**config.mk**
```make
export PLATFORM = sky130hd
export DESIGN_NAME = stable_priority_queue_core
export DESIGN_NICKNAME = d
export VERILOG_FILES = /design/src/hdl/spq_pkg.sv /design/src/hdl/spq_datapath.sv /design/src/hdl/spq_ctrl.sv /design/src/hdl/stable_priority_queue_core.sv
export SDC_FILE = /design/constraint.sdc
export NUM_CORES = 2
export LEC_CHECK = 0
export BUFFER_PORTS_ARGS = -buffer_cell sky130_fd_sc_hd__buf_2
export CAP_MARGIN = 20
export CORE_MARGIN = 5
export CORE_UTILIZATION = 49
export CTS_CLUSTER_DIAMETER = 100
export CTS_CLUSTER_SIZE = 8
export DETAILED_ROUTE_END_ITERATION = 7
export HOLD_SLACK_MARGIN = 0.06
export PLACE_DENSITY = 0.74
export SLEW_MARGIN = 5
export SYNTH_ARGS = -nofsm -noshare
export SYNTH_HDL_FRONTEND = slang
export SYNTH_SLANG_ARGS = --single-unit
```
**constraint.sdc**
```tcl
create_clock -name clk -period 13.63 [get_ports clk]
set_input_delay 2.0445 -clock clk [delete_from_list [all_inputs] [get_ports clk]]
set_output_delay 2.0445 -clock clk [all_outputs]
set_load 0.01 [all_outputs]
```
**src/hdl/spq_pkg.sv**
```systemverilog
package spq_pkg;

  localparam int CAPACITY      = 16;
  localparam int PRIORITY_BITS = 8;
  localparam int PAYLOAD_BITS  = 32;
  localparam int COUNT_BITS    = $clog2(CAPACITY + 1);
  localparam int KIND_BITS     = 2;

  typedef enum logic [KIND_BITS-1:0] {
    KIND_PUSH  = 2'd0,
    KIND_POP   = 2'd1,
    KIND_CLEAR = 2'd2
  } kind_t;

  // controller to datapath
  typedef struct packed {
    logic load;  // capture the incoming transaction
    logic exec;  // apply it to the store and load the result register
  } spq_cmd_t;

endpackage

```
**src/hdl/spq_datapath.sv**
```systemverilog
module spq_datapath
  import spq_pkg::*;
(
  input  logic                     clk,
  input  logic                     rst,
  input  spq_cmd_t                 cmd,
  input  logic [KIND_BITS-1:0]     in_kind,
  input  logic [PRIORITY_BITS-1:0] in_priority,
  input  logic [PAYLOAD_BITS-1:0]  in_payload,
  output logic                     accepted,
  output logic                     is_empty,
  output logic [COUNT_BITS-1:0]    entry_count,
  output logic [PRIORITY_BITS-1:0] head_priority,
  output logic [PAYLOAD_BITS-1:0]  head_payload
);

  logic [KIND_BITS-1:0]     kind;
  logic [PRIORITY_BITS-1:0] new_priority;
  logic [PAYLOAD_BITS-1:0]  new_payload;

  // sorted store, slot 0 is the head
  logic [PRIORITY_BITS-1:0] slot_priority [CAPACITY];
  logic [PAYLOAD_BITS-1:0]  slot_payload  [CAPACITY];
  logic [COUNT_BITS-1:0]    occupancy;

  logic [PRIORITY_BITS-1:0] slot_priority_next [CAPACITY];
  logic [PAYLOAD_BITS-1:0]  slot_payload_next  [CAPACITY];
  logic [COUNT_BITS-1:0]    occupancy_next;
  logic                     ok;
  logic [CAPACITY-1:0]      stays;
  logic                     full;

  always_comb begin
    // stays[i]: slot i is valid and not below the new entry; a prefix of ones
    for (int i = 0; i < CAPACITY; i++) begin
      stays[i] = (COUNT_BITS'(i) < occupancy) && (slot_priority[i] >= new_priority);
    end
    full = (occupancy == COUNT_BITS'(CAPACITY));

    slot_priority_next = slot_priority;
    slot_payload_next  = slot_payload;
    occupancy_next     = occupancy;
    ok                 = 1'b0;

    case (kind)
      KIND_PUSH: begin
        if (!full) begin
          ok = 1'b1;
          occupancy_next = occupancy + 1'b1;
          if (!stays[0]) begin
            slot_priority_next[0] = new_priority;
            slot_payload_next[0]  = new_payload;
          end
          for (int i = 1; i < CAPACITY; i++) begin
            if (!stays[i]) begin
              if (stays[i-1]) begin
                slot_priority_next[i] = new_priority;
                slot_payload_next[i]  = new_payload;
              end else begin
                slot_priority_next[i] = slot_priority[i-1];
                slot_payload_next[i]  = slot_payload[i-1];
              end
            end
          end
        end
      end
      KIND_POP: begin
        if (occupancy != '0) begin
          ok = 1'b1;
          occupancy_next = occupancy - 1'b1;
          for (int i = 0; i < CAPACITY - 1; i++) begin
            slot_priority_next[i] = slot_priority[i+1];
            slot_payload_next[i]  = slot_payload[i+1];
          end
        end
      end
      KIND_CLEAR: begin
        ok = 1'b1;
        occupancy_next = '0;
      end
      default: begin
        ok = 1'b0;
      end
    endcase
  end

  always_ff @(posedge clk) begin
    if (cmd.load) begin
      kind         <= in_kind;
      new_priority <= in_priority;
      new_payload  <= in_payload;
    end
    if (cmd.exec) begin
      slot_priority <= slot_priority_next;
      slot_payload  <= slot_payload_next;
      accepted      <= ok;
      is_empty      <= (occupancy_next == '0);
      entry_count   <= occupancy_next;
      head_priority <= (occupancy_next != '0) ? slot_priority_next[0] : '0;
      head_payload  <= (occupancy_next != '0) ? slot_payload_next[0] : '0;
    end
  end

  always_ff @(posedge clk) begin
    if (rst) begin
      occupancy <= '0;
    end else if (cmd.exec) begin
      occupancy <= occupancy_next;
    end
  end

  a_occ_bound: assert property (@(posedge clk) disable iff (rst)
    occupancy <= COUNT_BITS'(CAPACITY))
    else $error("occupancy above capacity");

  a_clear_empties: assert property (@(posedge clk) disable iff (rst)
    (cmd.exec && kind == KIND_CLEAR) |=> (occupancy == '0))
    else $error("clear left entries behind");

  a_head_order: assert property (@(posedge clk) disable iff (rst)
    (occupancy > COUNT_BITS'(1)) |-> (slot_priority[0] >= slot_priority[1]))
    else $error("head slots out of order");

endmodule

```
**src/hdl/spq_ctrl.sv**
```systemverilog
module spq_ctrl
  import spq_pkg::*;
(
  input  logic     clk,
  input  logic     rst,
  input  logic     s_tvalid,
  output logic     s_tready,
  output logic     m_tvalid,
  input  logic     m_tready,
  output spq_cmd_t cmd
);

  typedef enum logic {
    S_IDLE,
    S_EXEC
  } state_t;

  state_t state;

  assign s_tready = (state == S_IDLE);
  assign cmd.load = s_tvalid && s_tready;
  // result register must be free or draining this cycle
  assign cmd.exec = (state == S_EXEC) && (!m_tvalid || m_tready);

  always_ff @(posedge clk) begin
    if (rst) begin
      state    <= S_IDLE;
      m_tvalid <= 1'b0;
    end else begin
      case (state)
        S_IDLE: begin
          if (cmd.load) begin
            state <= S_EXEC;
          end
        end
        S_EXEC: begin
          if (cmd.exec) begin
            state <= S_IDLE;
          end
        end
        default: begin
          state <= S_IDLE;
        end
      endcase
      if (cmd.exec) begin
        m_tvalid <= 1'b1;
      end else if (m_tready) begin
        m_tvalid <= 1'b0;
      end
    end
  end

  a_accept_blocks: assert property (@(posedge clk) disable iff (rst)
    cmd.load |=> (state == S_EXEC && !s_tready))
    else $error("input taken while a transaction is in flight");

  a_exec_gives_result: assert property (@(posedge clk) disable iff (rst)
    cmd.exec |=> m_tvalid)
    else $error("executed transaction produced no result");

  a_no_overwrite: assert property (@(posedge clk) disable iff (rst)
    (m_tvalid && !m_tready) |-> !cmd.exec)
    else $error("waiting result overwritten");

endmodule

```
**src/hdl/stable_priority_queue_core.sv**
```systemverilog
// Stable priority queue: up to CAPACITY entries of (priority, payload) held
// in descending priority order; equal priorities leave in arrival order.
// Slave channel: one transaction per operation. s_tuser holds the kind
// (push, pop head, clear), s_tdata the priority and payload of a push.
// Master channel: one result per operation with accepted flag, empty flag,
// entry count and the head entry after the operation (zero when empty).
// A push to a full queue or a pop of an empty one returns accepted = 0 and
// leaves the queue untouched, as does the unused kind code.
// Each input waits in the load registers until it is executed and its
// result registered; no new operation is taken before then. Input capture
// and the parallel shift of the slot registers alternate under the controller.
// If the receiver stalls, the result waits in the output register; one
// further input is taken and held until that register frees.
// Reset empties the queue at once and drops any pending result.
module stable_priority_queue_core
  import spq_pkg::*;
(
  input  logic        clk,
  input  logic        rst,
  input  logic        s_tvalid,
  output logic        s_tready,
  input  logic [39:0] s_tdata,   // [7:0] entry_priority, [39:8] entry_payload
  input  logic [1:0]  s_tuser,   // [1:0] kind
  output logic        m_tvalid,
  input  logic        m_tready,
  output logic [47:0] m_tdata    // [0] accepted, [1] is_empty, [6:2] entry_count,
                                 // [14:7] head_priority, [46:15] head_payload, [47] zero
);

  spq_cmd_t                 cmd;
  logic                     accepted;
  logic                     is_empty;
  logic [COUNT_BITS-1:0]    entry_count;
  logic [PRIORITY_BITS-1:0] head_priority;
  logic [PAYLOAD_BITS-1:0]  head_payload;

  spq_ctrl u_ctrl (
    .clk      (clk),
    .rst      (rst),
    .s_tvalid (s_tvalid),
    .s_tready (s_tready),
    .m_tvalid (m_tvalid),
    .m_tready (m_tready),
    .cmd      (cmd)
  );

  spq_datapath u_datapath (
    .clk           (clk),
    .rst           (rst),
    .cmd           (cmd),
    .in_kind       (s_tuser),
    .in_priority   (s_tdata[7:0]),
    .in_payload    (s_tdata[39:8]),
    .accepted      (accepted),
    .is_empty      (is_empty),
    .entry_count   (entry_count),
    .head_priority (head_priority),
    .head_payload  (head_payload)
  );

  assign m_tdata = {1'b0, head_payload, head_priority, entry_count, is_empty, accepted};

endmodule

```
[Word level (Yosys, flattened, before mapping)]
Index checks and enable logic that the tools add are counted.
Word-level totals
  bits in registers: 736
  output and inout port bits: 50
  bits of input ports: 46
Cells by class
  equal/unequal tests: 19
  muxes and demuxes: 79
  reductions and logical operators: 41
  bitwise logic cells: 3
  add/sub/neg operators: 2
  $lt $le $gt $ge: 32
Operator list (count)
  two-way mux 32 bit: 31
  case mux 480 bit (2 select lines): 1
  two-way mux 512 bit: 1
  two-way mux 480 bit: 1
  two-way mux 8 bit: 31
  case mux 120 bit (2 select lines): 1
  >= comparator 8 bit: 16
  two-way mux 128 bit: 1
  two-way mux 120 bit: 1
  AND reduction 5 bit: 14
  < comparator 4 x 5 -> 1 bit (first input constant): 8
  inequality test 2 bit (second input constant): 15
  < comparator 3 x 5 -> 1 bit (first input constant): 4
  logical AND 1 bit: 18
  case mux 5 bit (3 select lines): 1
  < comparator 1 x 5 -> 1 bit (first input constant): 2
  < comparator 2 x 5 -> 1 bit (first input constant): 2
  two-way mux 5 bit: 2
  nonzero test 5 bit: 2
  two-way mux 1 bit: 6
  adder 5 x 1 -> 5 bit (second input constant): 1
  equality test 5 bit (second input constant): 1
  logical NOT 5 bit: 1
  subtractor 5 x 1 -> 5 bit (second input constant): 1
  other kinds (11): 14

[Longest topological paths before layout]
  word-level depth: 6
  mapped depth: 11

[Modules after synthesis]
From an unflattened synthesis, not the netlist that was laid out.
Unflattened totals
  cells, all modules: 3755
  area total of the unflattened synthesis: 40216.1 um2
By module, submodules not included
  spq_datapath: area each 40102.2 um2, sequential area each 21991.1 um2, cells an instance 3742, times used 1
  spq_ctrl: area each 87.6 um2, sequential area each 40.0 um2, cells an instance 9, times used 1
  stable_priority_queue_core: area each 26.3 um2, sequential area each 0.0 um2, cells an instance 4, times used 1

[Least setup slack after synthesis]
Ideal clock, no wire load.
  path type: input -> register
  start point: in m_tready
  end point: reg u_datapath.slot_payload[0] (netlist bit) (enable)
  library setup time: 0.493 ns
  required time: 13.137 ns
  setup slack: 7.309 ns
  stages on the path: 6
  arrival time: 5.829 ns
  path buffers: 1
  cells stage by stage: nand2b_1 nand2_1 clkbuf_1 inv_1 o211ai_1 o21ai_0
RTL lines
  start, declared: RTL line stable_priority_queue_core.sv:25  | input logic m_tready,
  end signal, assigned: RTL line spq_datapath.sv:95  | slot_payload <= slot_payload_next;
  end, declared: RTL line spq_datapath.sv:23  | logic [PAYLOAD_BITS-1:0] slot_payload [CAPACITY];

[Final worst setup path]
  start point: reg u_datapath.new_priority[6]
  end point: reg u_datapath.slot_priority[38] (netlist bit) (enable)
On the way
  word-level cells in the longest chain between the ends: 4
RTL lines
  start, declared: RTL line spq_datapath.sv:18  | logic [PRIORITY_BITS-1:0] new_priority;
  start signal, assigned: RTL line spq_datapath.sv:90  | new_priority <= in_priority;
  >= comparator 8 bit: RTL line spq_datapath.sv:36  | stays[i] = (COUNT_BITS'(i) < occupancy) && (slot_priority[i] >= new_priority);
  logical AND 1 bit: RTL line spq_datapath.sv:36
  inequality test 2 bit (no source line)
  AND reduction 5 bit (no source line)
  end signal, assigned: RTL line spq_datapath.sv:94  | slot_priority <= slot_priority_next;
  end, declared: RTL line spq_datapath.sv:22  | logic [PRIORITY_BITS-1:0] slot_priority [CAPACITY];
No other way between the ends.
A chain may end at the register's enable or synchronous reset.

==> metrics.txt <==
outcome=finished, final reports clean; antenna violations before repair=0; post-route ant nets=0; cts repair resizes=0; Cells after Synth=3674; DRC viols=0; CP arrival=5.26 ns; Mean Syn Cell Area=10.69 um^2; Initial Utilization=49.53%; Max Root-Sink Buffers=3; Final Slew Violations=0; Yosys warnings=0; DR pass1 iterations=6; min Tclk post-route=4.961 ns; Sum Neg Setup Slack=0 ns; Least-Margin Pin Slew=1.208 ns; Power Density=139.1 nW/um^2; Worst R2R Start=u_datapath.new_priority[6]$_DFFE_PP_; layout cells sized above 1=11.16%; flop2flop setup slack=8.67 ns; post-synthesis cell area=39260 um^2; CTS buffer count=102; Skew-Pair Late Insertion Delay=0.68 ns; # setup viols final=0; chip height=293.1 um; sequential share of the synthesized area=56.12%; first-pass GRT wire length=179.8 mm; hold_ws=0.5145 ns; ys async rst share=0%; full die area=85880 um^2; Nets=3794; CTS tree=built; crit end category=register; Post-CTS Setup Bufs=0; CTS Sinks=736; Leak=0.01572 uW; syn nets=3852; drt total wl=119.1 mm; Final Hold Fails=0; via count=30939; total gr overflow=0; diode count=0; Root Driver=clkbuf_16; r2r worst-path depth=9; min-delay src=u_ctrl.m_tvalid$_SDFFE_PP0P_; number of synthesized flops with an enable pin=729; hold path cells=2; 1st-iter DRT viols=4368; relative slew slack=18.92%; CORE AREA=79260 um^2; Startpoint Class=register; pin count of the biggest net entering global routing=113; Synth cell types=57; die width=293.1 um; register area=22030 um^2; Max Fclk=201.6 MHz; DPL Wire Length=68.70 mm; routed length per instance=25.45 um; worst-case hold path end point=u_ctrl.m_tvalid$_SDFFE_PP0P_; PortBufs=94; critical path fanouts, max=41; Final Skew=0.03385 ns; Hold/Removal Path Class=register to register; Avg Vias per Cell=6.611; I/O Pins=96; Overall Global Routing Usage=26.57%; Setup Crit Path Kind=register to register; num rows=103; Main synth FF type=edfxtp_1; number of global-route vias before repair=29779; maximum capacitance violations=0; Synth-to-Final Area Change=10.75%; CP required=13.93 ns; GP Congestion=0.9275; multi-input combinational cell area=15860 um^2; Reg clk slew, reported paths=0.05 ns; Pwr Total=6046 uW; RSZ-0062 raised after global routing=false; R2R Path End=u_datapath.slot_priority[38]$_DFFE_PP_; peak supply drop=98.07 uV; Filler cells=6626; H-tree depth=3; crit share post-route=36.40%; hold buffers post-CTS=0; number of synthesized register bits=736
-- through the flow --
stage / instances / utilization (%) / worst slack, ns / area (um^2)
2_1_floorplan: 3674 / - / 7.309 / 39260
3_3_place_gp: 4559 / 51.28 / 8.774 / 40650
3_5_place_dp: 4560 / 51.29 / 8.724 / 40650
4_1_cts: 4678 / 54.79 / 8.707 / 43420
5_1_grt: 4680 / 54.86 / 8.492 / 43480
6_report: 4680 / 54.86 / 8.669 / 43480
-- final cells by class --
| cell class | count | area share (%) |
|---|---|---|
| clock buffers | 112 | 6.055 |
| clock inverters | 6 | 0.3194 |
| inverters | 120 | 1.042 |
| multi-input cells | 2492 | 36.48 |
| flip-flops and latches | 736 | 50.67 |
| well taps | 1050 | 3.022 |
| repair buffers | 164 | 2.406 |
-- where the power goes --
part	internal (uW)	total, uW	switching (uW)
Combinational	287	963	675
Sequential	2680	2770	91.3
Clock	1350	2310	964
-- Yosys cell counts (4+ instances only) --
cell type,instances,area [um^2]
nand2_1,764,2868
edfxtp_1,729,21890
clkbuf_1,278,1044
o21ai_0,251,1256
nand3_1,241,1206
mux2i_1,233,2332
o211ai_1,209,1569
ha_1,132,1652
nor2_1,131,491.7
a21oi_1,125,625.6
inv_1,120,450.4
o221ai_1,86,753.2
mux2_2,80,900.9
a32oi_1,41,359.1
buf_2,41,205.2
a311oi_1,40,350.3
nand2b_1,16,100.1
nor3_1,16,80.08
o21ai_1,13,65.06
a211oi_1,12,90.09
a21o_1,10,75.07
nor2b_1,9,56.30
o22ai_1,9,56.30
dfxtp_1,7,140.1
nand4_1,7,43.79
a2111oi_0,6,52.55
a221oi_1,6,52.55
o21a_1,6,45.04
a31oi_1,5,31.28
buf_1,4,15.01
or3_1,4,25.02
-- critical path, cell delays in order (launching register included) --
cell	delay (ns)
edfxtp_1	0.56
inv_1	0.66
ha_1	0.38
a211o_1	0.28
or3_1	0.32
o21ai_0	0.39
o21bai_4	0.21
buf_4	0.60
o21ba_2	0.66
buf_4	0.51
-- flip-flops by register name, summed over array words and instances (netlist names) --
signal and flops:
u_ctrl.m_tvalid 1, u_ctrl.state 1, u_datapath.accepted 1, u_datapath.entry_count 5, u_datapath.head_payload 32, u_datapath.head_priority 8
u_datapath.is_empty 1, u_datapath.kind 2, u_datapath.new_payload 32, u_datapath.new_priority 8, u_datapath.occupancy 5, u_datapath.slot_payload 512
u_datapath.slot_priority 128
-- how the worst max path moves through the flow --
stage / start / cells after the start / slack [ns] / to
after floorplan: m_tready / 6 / 7.31 / u_datapath.slot_payload[0]$_DFFE_PP_
after global placement: u_datapath.occupancy[0]$_SDFFE_PP0P_ / 9 / 8.77 / u_datapath.slot_payload[268]$_DFFE_PP_
after detailed placement: u_datapath.occupancy[0]$_SDFFE_PP0P_ / 9 / 8.72 / u_datapath.slot_payload[310]$_DFFE_PP_
after CTS: u_datapath.occupancy[0]$_SDFFE_PP0P_ / 9 / 8.71 / u_datapath.slot_payload[364]$_DFFE_PP_
after global routing: u_datapath.new_priority[6]$_DFFE_PP_ / 9 / 8.49 / u_datapath.slot_priority[39]$_DFFE_PP_
final: u_datapath.new_priority[6]$_DFFE_PP_ / 9 / 8.67 / u_datapath.slot_priority[38]$_DFFE_PP_
-- layer usage --
metal | vias to the layer above | global-route usage (%) | wire (um)
met1 | 15026 | 36.78 | 47650
met2 | 2075 | 40.74 | 53090
met5 | - | 0 | 0
met3 | 322 | 5.367 | 12550
met4 | 0 | 12.11 | 5820
li1 | 13516 | - | -
-- cell families after synthesis --
| group | after synthesis | share of synthesized area, % |
|---|---|---|
| other | 1 | 0.009552 |
| xor gates and xnor gates | 2 | 0.04463 |
| DFF | 736 | 56.12 |
| adders and majority gates | 132 | 4.207 |
| AOI/OAI and AO/OA | 843 | 14.23 |
| muxes | 313 | 8.236 |
| buffers and inverters | 446 | 4.424 |
| and+or+nand+nor | 1201 | 12.73 |
-- layout by cell type (no fill, tap or decap), types with 4 or more instances in the layout --
cell / n
o21ai_4: 5
clkbuf_1: 8
a211oi_1: 12
inv_1: 119
o221ai_1: 86
nand2b_1: 15
a221oi_1: 6
a21oi_4: 7
nor2b_1: 7
a21o_1: 10
clkbuf_16: 104
buf_2: 95
nor3_1: 15
a32oi_1: 40
edfxtp_1: 729
a2111oi_0: 6
dfxtp_1: 7
nand4_1: 7
buf_4: 66
nand2_1: 763
mux2i_1: 233
o21ai_0: 249
a311oi_1: 40
a21oi_1: 118
nor2_4: 12
mux2_2: 80
o22ai_1: 7
o21ai_1: 10
o21a_1: 6
nor2_1: 119
a31oi_1: 4
or3_1: 4
nand3_1: 241
ha_1: 132
o211ai_1: 209
(Power assumes the default switching activity.)
